<file path="config.mk">
export PLATFORM = sky130hd
export DESIGN_NAME = motor_command_frame_builder_core
export DESIGN_NICKNAME = d
export VERILOG_FILES = /design/src/design/mcfb_pkg.sv /design/src/design/motor_command_frame_builder_core.sv /design/src/design/mcfb_ctrl.sv /design/src/design/mcfb_dp.sv
export VERILOG_INCLUDE_DIRS = /design/src /design/src/design
export SDC_FILE = /design/constraint.sdc
export NUM_CORES = 1
export LEC_CHECK = 0
export BUFFER_PORTS_ARGS = -buffer_cell sky130_fd_sc_hd__buf_4
export CELL_PAD_IN_SITES_DETAIL_PLACEMENT = 0
export CELL_PAD_IN_SITES_GLOBAL_PLACEMENT = 1
export CORE_UTILIZATION = 41
export CTS_CLUSTER_SIZE = 25
export DETAILED_ROUTE_END_ITERATION = 10
export GPL_ROUTABILITY_DRIVEN = 0
export GPL_TIMING_DRIVEN = 0
export PLACE_DENSITY = 0.81
export SYNTH_ARGS = -nofsm -noshare
export SYNTH_HDL_FRONTEND = slang
export SYNTH_HIERARCHICAL = 1
export SYNTH_SLANG_ARGS = --single-unit
</file>
<file path="constraint.sdc">
create_clock -name aclk -period 4.1 [get_ports aclk]
set_clock_uncertainty 0.1 [all_clocks]
set_input_delay 0.82 -clock aclk [delete_from_list [all_inputs] [get_ports aclk]]
set_output_delay 0.82 -clock aclk [all_outputs]
set_load 0.01 [all_outputs]
</file>
<file path="src/design/motor_command_frame_builder_core_assert.svh">
// Assertion macros shared by the frame builder modules.
// Each macro expects aclk and aresetn in the scope where it is used.
`ifndef MOTOR_COMMAND_FRAME_BUILDER_CORE_ASSERT_SVH
`define MOTOR_COMMAND_FRAME_BUILDER_CORE_ASSERT_SVH

// Same-cycle implication, checked outside reset
`define MCFB_ASSERT_IMPLY(lbl, ante, cons, msg) \
    lbl: assert property (@(posedge aclk) disable iff (!aresetn) (ante) |-> (cons)) \
        else $error(msg);

// Next-cycle implication, checked outside reset
`define MCFB_ASSERT_NEXT(lbl, ante, cons, msg) \
    lbl: assert property (@(posedge aclk) disable iff (!aresetn) (ante) |=> (cons)) \
        else $error(msg);

`endif

</file>
<file path="src/design/mcfb_pkg.sv">
`timescale 1ns / 1ps

package mcfb_pkg;

    // Build-time limits
    localparam int MAX_DATA_BYTES_DEF = 4;
    localparam int SIZE_W             = 4;   // holds a clamped size up to 8
    localparam int POS_W              = 5;   // frame byte positions 0..22 at the default limit
    localparam int CFG_IDX_W          = 2;
    localparam int CFG_DATA_W         = 16;

    // Configuration register indexes
    localparam logic [CFG_IDX_W-1:0] CFG_NODE_ADDRESS  = 2'd0;
    localparam logic [CFG_IDX_W-1:0] CFG_COB_ID        = 2'd1;
    localparam logic [CFG_IDX_W-1:0] CFG_START_ADDRESS = 2'd2;

    // Register reset values
    localparam logic [7:0]  NODE_ADDRESS_RST  = 8'h05;
    localparam logic [7:0]  COB_ID_RST        = 8'h01;
    localparam logic [15:0] START_ADDRESS_RST = 16'h0000;

    // Fixed frame bytes
    localparam logic [7:0] HDR0_BYTE  = 8'h4E;
    localparam logic [7:0] HDR1_BYTE  = 8'h54;
    localparam logic [7:0] XFER0_BYTE = 8'h2B;
    localparam logic [7:0] XFER1_BYTE = 8'h0D;
    localparam logic [7:0] ZERO_BYTE  = 8'h00;
    localparam logic [7:0] LEN_FIXED  = 8'd15;

    // CRC-16/Modbus
    localparam logic [15:0] CRC_INIT = 16'hFFFF;
    localparam logic [15:0] CRC_POLY = 16'hA001;

    // Frame layout: header and length, inner message, data, CRC
    localparam logic [POS_W-1:0] POS_INNER   = 5'd4;
    localparam logic [POS_W-1:0] POS_DATA    = 5'd17;
    localparam logic [POS_W-1:0] POS_LAST_FX = 5'd18;  // last position for size 0

    // Controller to datapath commands
    typedef struct packed {
        logic             capture;
        logic             load;
        logic [POS_W-1:0] pos;
    } dp_cmd_t;

    // Datapath to controller status
    typedef struct packed {
        logic [POS_W-1:0] last_pos;
    } dp_stat_t;

    // Fold one byte into the reflected CRC, one bit per step
    function automatic logic [15:0] crc16_update(input logic [15:0] crc_in,
                                                 input logic [7:0]  data_in);
        logic [15:0] crc;
        crc = crc_in ^ {8'h00, data_in};
        for (int k = 0; k < 8; k++) begin
            if (crc[0]) begin
                crc = (crc >> 1) ^ CRC_POLY;
            end else begin
                crc = crc >> 1;
            end
        end
        return crc;
    endfunction

endpackage

</file>
<file path="src/design/motor_command_frame_builder_core.sv">
`timescale 1ns / 1ps
// Channel   | Direction | tdata (low bit up)                               | tuser  | tlast
// s_axis    | in        | object_index, sub_index, data_size, data_value   | action | -
// m_axis    | out       | frame_byte                                       | -      | last_byte
// cfg       | in        | write enable, index, 16-bit data                 | -      | -
//
// A command is accepted, then its frame goes out through the output register,
// one frame byte per cycle while the output does not stall.
// The CRC folds one byte per cycle as each inner byte is loaded.
// Reset (aresetn, synchronous, active low) clears the controller and restores
// the configuration registers. Output stalls hold the current byte and pause the frame.

module motor_command_frame_builder_core #(
    parameter int MAX_DATA_BYTES = mcfb_pkg::MAX_DATA_BYTES_DEF
) (
    input  logic                              aclk,
    input  logic                              aresetn,
    input  logic                              s_axis_tvalid,
    output logic                              s_axis_tready,
    input  logic [63:0]                       s_axis_tdata,  // object_index, sub_index, data_size, data_value
    input  logic                              s_axis_tuser,  // action
    output logic                              m_axis_tvalid,
    input  logic                              m_axis_tready,
    output logic [7:0]                        m_axis_tdata,  // frame_byte
    output logic                              m_axis_tlast,
    input  logic                              cfg_wen,
    input  logic [mcfb_pkg::CFG_IDX_W-1:0]    cfg_index,
    input  logic [mcfb_pkg::CFG_DATA_W-1:0]   cfg_wdata
);

    mcfb_pkg::dp_cmd_t  cmd;
    mcfb_pkg::dp_stat_t stat;

    mcfb_ctrl u_ctrl (
        .aclk    (aclk),
        .aresetn (aresetn),
        .s_valid (s_axis_tvalid),
        .s_ready (s_axis_tready),
        .m_valid (m_axis_tvalid),
        .m_ready (m_axis_tready),
        .cmd     (cmd),
        .stat    (stat)
    );

    mcfb_dp #(
        .MAX_DATA_BYTES (MAX_DATA_BYTES)
    ) u_dp (
        .aclk         (aclk),
        .aresetn      (aresetn),
        .cfg_wen      (cfg_wen),
        .cfg_index    (cfg_index),
        .cfg_wdata    (cfg_wdata),
        .action       (s_axis_tuser),
        .object_index (s_axis_tdata[15:0]),
        .sub_index    (s_axis_tdata[23:16]),
        .data_size    (s_axis_tdata[26:24]),
        .data_value   (s_axis_tdata[58:27]),
        .cmd          (cmd),
        .stat         (stat),
        .frame_byte   (m_axis_tdata),
        .last_byte    (m_axis_tlast)
    );

endmodule

</file>
<file path="src/design/mcfb_ctrl.sv">
`timescale 1ns / 1ps
`include "motor_command_frame_builder_core_assert.svh"

module mcfb_ctrl (
    input  logic                aclk,
    input  logic                aresetn,
    input  logic                s_valid,
    output logic                s_ready,
    output logic                m_valid,
    input  logic                m_ready,
    output mcfb_pkg::dp_cmd_t   cmd,
    input  mcfb_pkg::dp_stat_t  stat
);

    localparam logic ST_IDLE = 1'b0;
    localparam logic ST_SEND = 1'b1;

    logic                      state_reg, state_next;
    logic [mcfb_pkg::POS_W-1:0] pos_reg, pos_next;
    logic                      out_valid_reg, out_valid_next;
    logic                      accept;
    logic                      load;

    // Take a command only between frames
    assign s_ready = (state_reg == ST_IDLE);
    assign accept  = s_valid && s_ready;

    // Load a byte when the output register is free or being drained
    assign load = (state_reg == ST_SEND) && (!out_valid_reg || m_ready);

    always_comb begin
        state_next     = state_reg;
        pos_next       = pos_reg;
        out_valid_next = out_valid_reg;
        if (m_ready) begin
            out_valid_next = 1'b0;
        end
        if (load) begin
            out_valid_next = 1'b1;
        end
        unique case (state_reg)
            ST_IDLE: begin
                if (accept) begin
                    state_next = ST_SEND;
                    pos_next   = '0;
                end
            end
            ST_SEND: begin
                if (load) begin
                    pos_next = pos_reg + 1'b1;
                    if (pos_reg == stat.last_pos) begin
                        state_next = ST_IDLE;
                    end
                end
            end
            default: state_next = ST_IDLE;
        endcase
    end

    always_ff @(posedge aclk) begin
        if (!aresetn) begin
            state_reg     <= ST_IDLE;
            pos_reg       <= '0;
            out_valid_reg <= 1'b0;
        end else begin
            state_reg     <= state_next;
            pos_reg       <= pos_next;
            out_valid_reg <= out_valid_next;
        end
    end

    assign m_valid     = out_valid_reg;
    assign cmd.capture = accept;
    assign cmd.load    = load;
    assign cmd.pos     = pos_reg;

    `MCFB_ASSERT_NEXT(a_accept_starts_frame, accept, (state_reg == ST_SEND) && (pos_reg == '0), "accepted command did not start a frame at the first byte")
    `MCFB_ASSERT_NEXT(a_last_load_ends_frame, load && (pos_reg == stat.last_pos), state_reg == ST_IDLE, "frame did not end after its last byte")
    `MCFB_ASSERT_IMPLY(a_pos_in_frame, state_reg == ST_SEND, pos_reg <= stat.last_pos, "byte position ran past the frame end")
    `MCFB_ASSERT_NEXT(a_load_shows_byte, load, out_valid_reg, "loaded byte not presented")

endmodule

</file>
<file path="src/design/mcfb_dp.sv">
`timescale 1ns / 1ps
`include "motor_command_frame_builder_core_assert.svh"

module mcfb_dp #(
    parameter int MAX_DATA_BYTES = mcfb_pkg::MAX_DATA_BYTES_DEF
) (
    input  logic                               aclk,
    input  logic                               aresetn,
    input  logic                               cfg_wen,
    input  logic [mcfb_pkg::CFG_IDX_W-1:0]     cfg_index,
    input  logic [mcfb_pkg::CFG_DATA_W-1:0]    cfg_wdata,
    input  logic                               action,
    input  logic [15:0]                        object_index,
    input  logic [7:0]                         sub_index,
    input  logic [2:0]                         data_size,
    input  logic [31:0]                        data_value,
    input  mcfb_pkg::dp_cmd_t                  cmd,
    output mcfb_pkg::dp_stat_t                 stat,
    output logic [7:0]                         frame_byte,
    output logic                               last_byte
);

    localparam logic [mcfb_pkg::SIZE_W-1:0] MaxSize = mcfb_pkg::SIZE_W'(MAX_DATA_BYTES);

    logic [7:0]                   node_address_reg;
    logic [7:0]                   cob_id_reg;
    logic [15:0]                  start_address_reg;
    logic                         action_reg;
    logic [15:0]                  object_index_reg;
    logic [7:0]                   sub_index_reg;
    logic [mcfb_pkg::SIZE_W-1:0]  size_reg;
    logic [31:0]                  data_reg;
    logic [15:0]                  crc_reg, crc_next;
    logic [7:0]                   byte_reg;
    logic                         last_reg;
    logic [mcfb_pkg::SIZE_W-1:0]  size_in;
    logic [mcfb_pkg::SIZE_W-1:0]  size_clamped;
    logic [mcfb_pkg::POS_W-1:0]   data_end;
    logic [mcfb_pkg::POS_W-1:0]   data_idx;
    logic [31:0]                  data_shifted;
    logic [7:0]                   byte_sel;
    logic                         is_inner;

    // Configuration registers
    always_ff @(posedge aclk) begin
        if (!aresetn) begin
            node_address_reg  <= mcfb_pkg::NODE_ADDRESS_RST;
            cob_id_reg        <= mcfb_pkg::COB_ID_RST;
            start_address_reg <= mcfb_pkg::START_ADDRESS_RST;
        end else if (cfg_wen) begin
            unique case (cfg_index)
                mcfb_pkg::CFG_NODE_ADDRESS:  node_address_reg  <= cfg_wdata[7:0];
                mcfb_pkg::CFG_COB_ID:        cob_id_reg        <= cfg_wdata[7:0];
                mcfb_pkg::CFG_START_ADDRESS: start_address_reg <= cfg_wdata;
                default: ;
            endcase
        end
    end

    // Clamp the requested size
    assign size_in      = {1'b0, data_size};
    assign size_clamped = (size_in > MaxSize) ? MaxSize : size_in;

    // Capture the command fields
    always_ff @(posedge aclk) begin
        if (cmd.capture) begin
            action_reg       <= action;
            object_index_reg <= object_index;
            sub_index_reg    <= sub_index;
            size_reg         <= size_clamped;
            data_reg         <= data_value;
        end
    end

    assign data_end      = mcfb_pkg::POS_DATA + mcfb_pkg::POS_W'(size_reg);
    assign stat.last_pos = mcfb_pkg::POS_LAST_FX + mcfb_pkg::POS_W'(size_reg);
    assign data_idx      = cmd.pos - mcfb_pkg::POS_DATA;
    assign data_shifted  = data_reg >> {data_idx[1:0], 3'b000};
    assign is_inner      = (cmd.pos >= mcfb_pkg::POS_INNER) && (cmd.pos < data_end);

    // Select the frame byte for the current position
    always_comb begin
        unique case (cmd.pos)
            5'd0:    byte_sel = mcfb_pkg::HDR0_BYTE;
            5'd1:    byte_sel = mcfb_pkg::HDR1_BYTE;
            5'd2:    byte_sel = mcfb_pkg::ZERO_BYTE;
            5'd3:    byte_sel = mcfb_pkg::LEN_FIXED + 8'(size_reg);
            5'd4:    byte_sel = node_address_reg;
            5'd5:    byte_sel = mcfb_pkg::XFER0_BYTE;
            5'd6:    byte_sel = mcfb_pkg::XFER1_BYTE;
            5'd7:    byte_sel = {7'd0, action_reg};
            5'd8:    byte_sel = mcfb_pkg::ZERO_BYTE;
            5'd9:    byte_sel = cob_id_reg;
            5'd10:   byte_sel = object_index_reg[15:8];
            5'd11:   byte_sel = object_index_reg[7:0];
            5'd12:   byte_sel = sub_index_reg;
            5'd13:   byte_sel = start_address_reg[15:8];
            5'd14:   byte_sel = start_address_reg[7:0];
            5'd15:   byte_sel = mcfb_pkg::ZERO_BYTE;
            5'd16:   byte_sel = 8'(size_reg);
            default: begin
                if (cmd.pos < data_end) begin
                    // data bytes past the 32-bit value are zero
                    byte_sel = (data_idx[mcfb_pkg::POS_W-1:2] == '0) ?
                               data_shifted[7:0] : mcfb_pkg::ZERO_BYTE;
                end else if (cmd.pos == data_end) begin
                    byte_sel = crc_reg[7:0];
                end else begin
                    byte_sel = crc_reg[15:8];
                end
            end
        endcase
    end

    // Run the CRC over inner bytes as they leave
    always_comb begin
        crc_next = crc_reg;
        if (cmd.capture) begin
            crc_next = mcfb_pkg::CRC_INIT;
        end else if (cmd.load && is_inner) begin
            crc_next = mcfb_pkg::crc16_update(crc_reg, byte_sel);
        end
    end

    always_ff @(posedge aclk) begin
        crc_reg <= crc_next;
    end

    // Output register
    always_ff @(posedge aclk) begin
        if (cmd.load) begin
            byte_reg <= byte_sel;
            last_reg <= (cmd.pos == stat.last_pos);
        end
    end

    assign frame_byte = byte_reg;
    assign last_byte  = last_reg;

    `MCFB_ASSERT_NEXT(a_capture_inits_crc, cmd.capture, crc_reg == mcfb_pkg::CRC_INIT, "CRC not initialized on a new command")
    `MCFB_ASSERT_NEXT(a_size_clamped, cmd.capture, size_reg <= MaxSize, "stored size exceeds the data byte limit")

endmodule

</file>
==> summary.md, run 1 <==
| Metric | Value |
|---|---|
| Status | `completed` |
| Clk sink count | `124` |
| Final #Nets | `766` |
| Antenna Cells | `0` |
| Reg2reg start | `u_dp/size_reg[1]$_SDFFCE_PN0P_` |
| Die extent in x | `124.1 µm` |
| Area grow syn2layout | `29.71%` |
| Worst-path clk slew | `around 0.060 ns` |
| CTS tree | `yes` |
| GR Overflow Total | `0` |
| Seq/Total Area, Yosys | `51.89%` |
| Slew Viols, Final | `0` |
| Rows | `44` |
| Worst-Margin Slew | `0.8005 ns` |
| Via count | `4,713` |
| Net Sw Frac | `between 20% and 30%` |
| Clock power share | `44.5%` |
| Tcrit/Tclk final | `97.58%` |
| Vias in the first global route | `about 4,600` |
| Critical Path AT | `4.26 ns` |
| Final Critical Period | `~4 ns` |
| PortBufs | `93` |
| Leak pwr | `0.003016 µW` |
| Largest net degree at the start of global routing | `62` |
| YS warnings | `6` |
| Startpoint class of the critical path | `flop` |
| Die Y | `roughly 120 µm` |
| FF-to-FF path depth | `15` |
| Maximum clock path buffer count | `2` |
| Power per Cell Area | `just over 400 mW/mm²` |
| Worst reg2reg endpoint | `u_dp/crc_reg[0]$_SDFFE_PP1P_` |
| CTS buffer count | `17` |
| FF+latch count, synth | `124` |
| Worst-Skew Late Latency | `between 0.4 and 0.5 ns` |
| DP HPWL | `10.77 mm` |
| Peak fanout along the critical path | `8` |
| F_max | `roughly 250 MHz` |
| CP Capture Type | `flop` |
| Max VDD drop | `just under 0.3 mV` |
| Hold buffer count at CTS | `0` |
| Max FFs per register | `32` |
| Vias per inst | `5.474` |
| Psw | `829.8 µW` |
| Drt total wl | `15.52 mm` |
| Mean post-synth cell area | `11.37 µm²` |
| Final worst slack | `roughly 0.099 ns` |
| GRT Total Usage | `a little over a fifth` |
| Initial Utilization | `a little over two fifths` |
| Flop2flop setup slack | `about 0.099 ns` |
| Top FF cell, synth | `edfxtp_1` |
| Gate Count Post-Synth | `538` |
| Hold path endpoint | `u_dp/start_address_reg[4]$_SDFFE_PN0P_` |
| CP required | `~4.4 ns` |
| Post-synth net total | `640` |
| Setup-failing EPs final | `0` |
| Hold Violations, Final | `0` |
| Non-filler instance count after layout | `861` |
| DR WL/cell | `18.03 µm` |
| Share of power burned in combinational logic | `12.5%` |
| Placed Instances | `815` |
| Hold_sp | `u_dp/start_address_reg[4]$_SDFFE_PN0P_` |
| Core ar. | `0.01453 mm²` |
| Drt drc | `0` |
| DRT Pass-1 Iters | `5` |
| Post-synth EDFFs | `69` |
| Slew HR | `46.63%` |
| Cell Int Power | `between 2000 and 2500 µW` |
| Hold path cells | `2` |
| Initial antenna violation count | `0` |
| Sequential power share | `43.0%` |
| Die footprint | `around 0.015 mm²` |
| MaxCap Viol Count | `0` |
| Routed Antenna Nets | `0` |
| Iter 0 DRT Violations | `284` |
| First-pass GRT wire length | `about 24 mm` |
| Placement Setup Slack | `-0.4062 ns` |
| Top Ports | `99` |
| Synth async-reset ratio | `0%` |
| CTS Root Buffer Type | `clkbuf_16` |
| Share of cells above drive strength 1 | `approximately 30%` |
| Crit path kind | `flop to flop` |
| HP Class | `flop to flop` |
| Post-synth cell types | `73` |
| Total power | `roughly 3300 µW` |
| Syn Std Cell Area | `roughly 0.0061 mm²` |
| H-Tree Depth | `4` |
power groups by stage:
stage	sequential (µW)	combinational, µW	clock (µW)
CTS	1400	378	1480
detailed placement	1430	345	0
global placement	1430	339	0
floorplan	1420	206	0
finish	1400	408	1450
global route	1410	436	1540
logic make-up after synthesis:
logic type	count (synthesis)	synth area share, %
fa+ha+maj	14	2.865
compound gates	103	12.81
flops	124	51.89
mux	46	9.085
xor+xnor	29	4.522
buf+inv	51	3.970
other cells	1	0.06133
simple gates	170	14.79
cell usage in the layout, fill, tap and decap left out, types with 4 or more instances in the layout:
| cell type | n |
|---|---|
| nand3_1 | 15 |
| xnor2_1 | 15 |
| a21boi_0 | 16 |
| nand2_1 | 59 |
| a21oi_1 | 16 |
| a32oi_1 | 4 |
| buf_4 | 116 |
| a211oi_1 | 4 |
| inv_1 | 15 |
| o22ai_1 | 5 |
| xor2_1 | 6 |
| mux2i_1 | 36 |
| mux4_2 | 7 |
| dfxtp_1 | 53 |
| buf_2 | 6 |
| nor2_1 | 21 |
| clkbuf_16 | 17 |
| nand2b_1 | 5 |
| nor3_1 | 5 |
| edfxtp_1 | 69 |
| ha_1 | 11 |
| xnor2_2 | 6 |
| a211o_1 | 11 |
| o21ai_0 | 11 |
| inv_6 | 7 |
| and3_1 | 5 |
| nand3b_1 | 9 |
| clkbuf_1 | 13 |
| nor2b_1 | 19 |
synthesized netlist by cell type, types with 6 or more instances:
cell | count | share of area (%)
nand3_1 | 15 | 1.2
nor2_1 | 22 | 1.4
a21boi_0 | 16 | 2.0
dfxtp_1 | 55 | 18
buf_2 | 8 | 0.65
mux2i_1 | 36 | 5.9
buf_4 | 7 | 0.86
nor2b_1 | 19 | 1.9
nand3b_1 | 9 | 1.1
a21oi_1 | 16 | 1.3
xnor2_1 | 21 | 3.0
mux4_2 | 7 | 2.6
o21ai_0 | 11 | 0.90
edfxtp_1 | 69 | 34
inv_1 | 17 | 1.0
nand2_1 | 59 | 3.6
xor2_1 | 6 | 0.86
a211o_1 | 11 | 1.6
clkbuf_1 | 14 | 0.86
ha_1 | 14 | 2.9
metrics by stage:
| step | utilization [%] | instance area, µm² | hold WS [ns] | TNS, ns |
|---|---|---|---|---|
| after global placement | 48.46 | 7043 | 0.3505 | -0.8437 |
| final | 54.57 | 7931 | 0.3650 | 0 |
| after detailed placement | 48.46 | 7043 | 0.3604 | -1.059 |
| after global routing | 54.57 | 7931 | 0.3857 | -0.01974 |
| after CTS | 53.13 | 7722 | 0.3695 | 0 |
| after floorplan | - | 6115 | 0.3390 | 0 |
worst max-delay path: stages, from the launching register on:
cell and delay, ns:
edfxtp_1 0.51, inv_2 0.16, ha_4 0.21, inv_1 0.09
ha_4 0.21, nor2b_1 0.13, o21a_2 0.24, or3_4 0.37
buf_6 0.15, o221a_4 0.29, a31oi_4 0.19, xnor2_2 0.18
xnor2_2 0.16, xnor3_2 0.51, or3_4 0.36, nand3_1 0.07
per-layer routing:
metal | wire length [µm] | track usage (%) | vias up | part of all wire, %
li1 | - | - | 2241 | -
met2 | 7336 | 33.49 | 178 | 47
met3 | 966 | 5.357 | 26 | 6.2
met1 | 6908 | 27.77 | 2268 | 44
met4 | 312 | 9.152 | 0 | 2.0
met5 | 0 | 0 | - | 0
layout make-up:
cell class | instances | area (µm²)
Tap cell | 184 | 230.2
Clock inverter | 15 | 151.4
Clock buffer | 17 | 425.4
Sequential cell | 124 | 3178
Fill cell | 1248 | 6603
Buffer | 32 | 183.9
Timing Repair Buffer | 108 | 810.8
Multi-Input combinational cell | 363 | 2884
Inverter | 18 | 67.56
repair_timing:
action                                  4_1_cts  5_1_grt
pin swaps                                     4        9
setup buffers                                 7        8
gates cloned                                  0        0
gates resized for setup                      11       26
endpoints found under the hold margin         0        0
endpoints found under the setup margin        3        3
how the worst max path moves through the flow:
stage                              startpoint  cells past startpoint                            end  slack, ns
3_3_place_gp   u_ctrl/pos_reg[0]$_SDFFE_PN0P_                     14  u_dp/crc_reg[15]$_SDFFE_PP1P_      -0.34
6_report       u_dp/size_reg[1]$_SDFFCE_PN0P_                     15   u_dp/crc_reg[0]$_SDFFE_PP1P_        0.1
4_1_cts        u_ctrl/pos_reg[0]$_SDFFE_PN0P_                     14   u_dp/crc_reg[0]$_SDFFE_PP1P_      0.001
2_1_floorplan  u_ctrl/pos_reg[0]$_SDFFE_PN0P_                     14  u_dp/crc_reg[15]$_SDFFE_PP1P_       0.26
5_1_grt        u_ctrl/pos_reg[0]$_SDFFE_PN0P_                     13   u_dp/crc_reg[0]$_SDFFE_PP1P_      -0.01
3_5_place_dp   u_ctrl/pos_reg[0]$_SDFFE_PN0P_                     14  u_dp/crc_reg[15]$_SDFFE_PP1P_      -0.41
Power figures use the tool's default switching activity.
==> run 2, diff against run 1 <==
--- a/config.mk
+++ b/config.mk
@@ -9,6 +9,7 @@
 export BUFFER_PORTS_ARGS = -buffer_cell sky130_fd_sc_hd__buf_4
 export CELL_PAD_IN_SITES_DETAIL_PLACEMENT = 0
 export CELL_PAD_IN_SITES_GLOBAL_PLACEMENT = 1
+export CORE_MARGIN = 3
 export CORE_UTILIZATION = 41
 export CTS_CLUSTER_SIZE = 25
 export DETAILED_ROUTE_END_ITERATION = 10
==> run 2 against run 1 <==
Critical path type unchanged. Cell count down 0.35%. Sequential cell count unchanged. Wire length shrank 1.4%. Power decreased by 1.2%. Count of clock-buffer cells in the layout is the same. Highest routed layer unchanged.
==> summary.md, run 2 (same netlist as run 1, synthesis figures left out) <==
| Metric | Value |
|---|---|
| Status | `completed` |
| Top Ports | `99` |
| Worst-Skew Late Latency | `0.42 ns` |
| CP Capture Type | `flop` |
| Rows | `44` |
| Fillers | `between 1,000 and 1,500` |
| Routed Antenna Nets | `0` |
| DRT Pass-1 Iters | `8` |
| CTS Root Buffer Type | `clkbuf_16` |
| Crit path kind | `flop to flop` |
| Hold Violations, Final | `0` |
| GR Overflow Total | `0` |
| Iter 0 DRT Violations | `298` |
| Worst-path clk slew | `approximately 0.050 ns` |
| Startpoint class of the critical path | `flop` |
| Critical Path AT | `4.26 ns` |
| Core ar. | `0.01459 mm²` |
| Final Critical Period | `4.007 ns` |
| Buf/Inv on CP | `1` |
| Most common cell after layout, fill and taps aside | `buf_4` |
| Setup-failing EPs final | `0` |
| Peak fanout along the critical path | `8` |
| Vias in the first global route | `4,711` |
| Leak pwr | `0.002985 µW` |
| Power per Cell Area | `410.5 mW/mm²` |
| Maximum clock path buffer count | `2` |
| Slew Viols, Final | `0` |
| Die Y | `between 100 and 150 µm` |
| GRT Total Usage | `19.03%` |
| Max VDD drop | `0.2848 mV` |
| Vias per inst | `between 5 and 6` |
| Initial antenna violation count | `0` |
| Max FFs per register | `32` |
| Worst-Margin Slew | `0.8086 ns` |
| Critical path's top delay family | `XOR/XNOR gates` |
| HP Class | `flop to flop` |
| CP required | `4.35 ns` |
| Die extent in x | `128.1 µm` |
| Fin area | `0.007866 mm²` |
| CTS tree | `yes` |
| DR WL/cell | `17.85 µm` |
| Initial Utilization | `a little over two fifths` |
| Total power | `between 3000 and 4000 µW` |
| MaxCap Viol Count | `0` |
| Placement Setup Slack | `-0.3811 ns` |
| Via count | `4,733` |
| CP peak stage delay | `0.51 ns` |
| Hold buffer count at CTS | `0` |
| DP Area | `0.007043 mm²` |
| Die footprint | `0.01641 mm²` |
| F_max | `between 200 and 250 MHz` |
| H-Tree Depth | `4` |
| Final core occ | `53.92%` |
| Commonest non-fill, non-tap cells in the layout | `buf_4 (113), edfxtp_1 (69), nand2_1 (59), dfxtp_1 (53), mux2i_1 (36)` |
| Drt drc | `0` |
| Final worst slack | `just over 0.09 ns` |
| Crit path max-delay cell type | `xnor3_2` |
| Area of the multi-input gates | `0.002840 mm²` |
| Tcrit/Tclk final | `97.74%` |
| First-pass GRT wire length | `24.39 mm` |
| Drt total wl | `~15 mm` |
| FF+latch area | `0.003178 mm²` |
| PortBufs | `just over 90` |
| Worst-path cell chain | `ha_1 -> xnor2_1 -> ha_1 -> and3_1 -> o21a_2 -> or3_1 -> buf_6 -> o221a_4 -> a31oi_4 -> xnor2_2 -> xnor2_2 -> xnor3_2 -> or3_1 -> nand3_1` |
| Largest net degree at the start of global routing | `62` |
| Clk sink count | `approximately 120` |
| Share of cells above drive strength 1 | `between 20 and 30%` |
| Area grow syn2layout | `28.65%` |
| DP HPWL | `10.96 mm` |
| Slew HR | `46.09%` |
| Final #Nets | `764` |
| CTS buffer count | `17` |
| Antenna Cells | `0` |
run 2: worst min-delay path, stage by stage (launching register included):
cell and delay, ns:
dfxtp_1 0.30, nand2_1 0.05, a21boi_0 0.07
run 2: routing by layer:
layer  wire length [µm]  part of all wire [%]  track usage, %  vias to the layer above
li1                   -                     -               -                     2243
met1               6834                    45           25.64                     2286
met2               7157                    47           29.94                      177
met5                  0                     0               0                        -
met4                334                   2.2           6.929                        0
met3                988                   6.5           4.542                       27
run 2: metrics by stage:
step	hold slack, ns	instances	TNS, ns
after floorplan	0.3390	538	0
after global placement	0.3495	815	-0.7555
after detailed placement	0.3582	815	-0.9773
after CTS	0.3657	849	0
after global routing	0.3832	858	-0.03568
final	0.3705	858	0
run 2: final cells by class:
cell class,count,share of cell area [%]
Buffer,32,2.306
Tap cell,184,2.927
Inverter,18,0.8589
Sequential cell,124,40.40
Clock buffer,17,5.408
Multi-Input combinational cell,363,36.11
Clock inverter,14,1.877
Timing Repair Buffer,106,10.12
run 2: what timing repair did:
item | 4_1_cts | 5_1_grt
buffers inserted | 4 | 9
pin swaps | 4 | 5
gates resized for setup | 8 | 22
setup endpoints to repair | 3 | 3
gates cloned | 0 | 0
run 2: power breakdown:
group	internal, µW	switching [µW]
Sequential	1380	25.9
Clock	890	547
Combinational	196	193
Total	2460	766
run 2: worst paths after layout:
| kind | start | end | cells past startpoint | slack [ns] |
|---|---|---|---|---|
| setup / recovery | u_dp/size_reg[0]$_SDFFCE_PN0P_ | u_dp/crc_reg[0]$_SDFFE_PP1P_ | 14 | 0.09 |
| hold reg to reg | u_dp/start_address_reg[4]$_SDFFE_PN0P_ | u_dp/start_address_reg[4]$_SDFFE_PN0P_ | 2 | 0.37 |
| hold / removal | u_dp/start_address_reg[4]$_SDFFE_PN0P_ | u_dp/start_address_reg[4]$_SDFFE_PN0P_ | 2 | 0.37 |
| setup reg to reg | u_dp/size_reg[0]$_SDFFCE_PN0P_ | u_dp/crc_reg[0]$_SDFFE_PP1P_ | 14 | 0.09 |
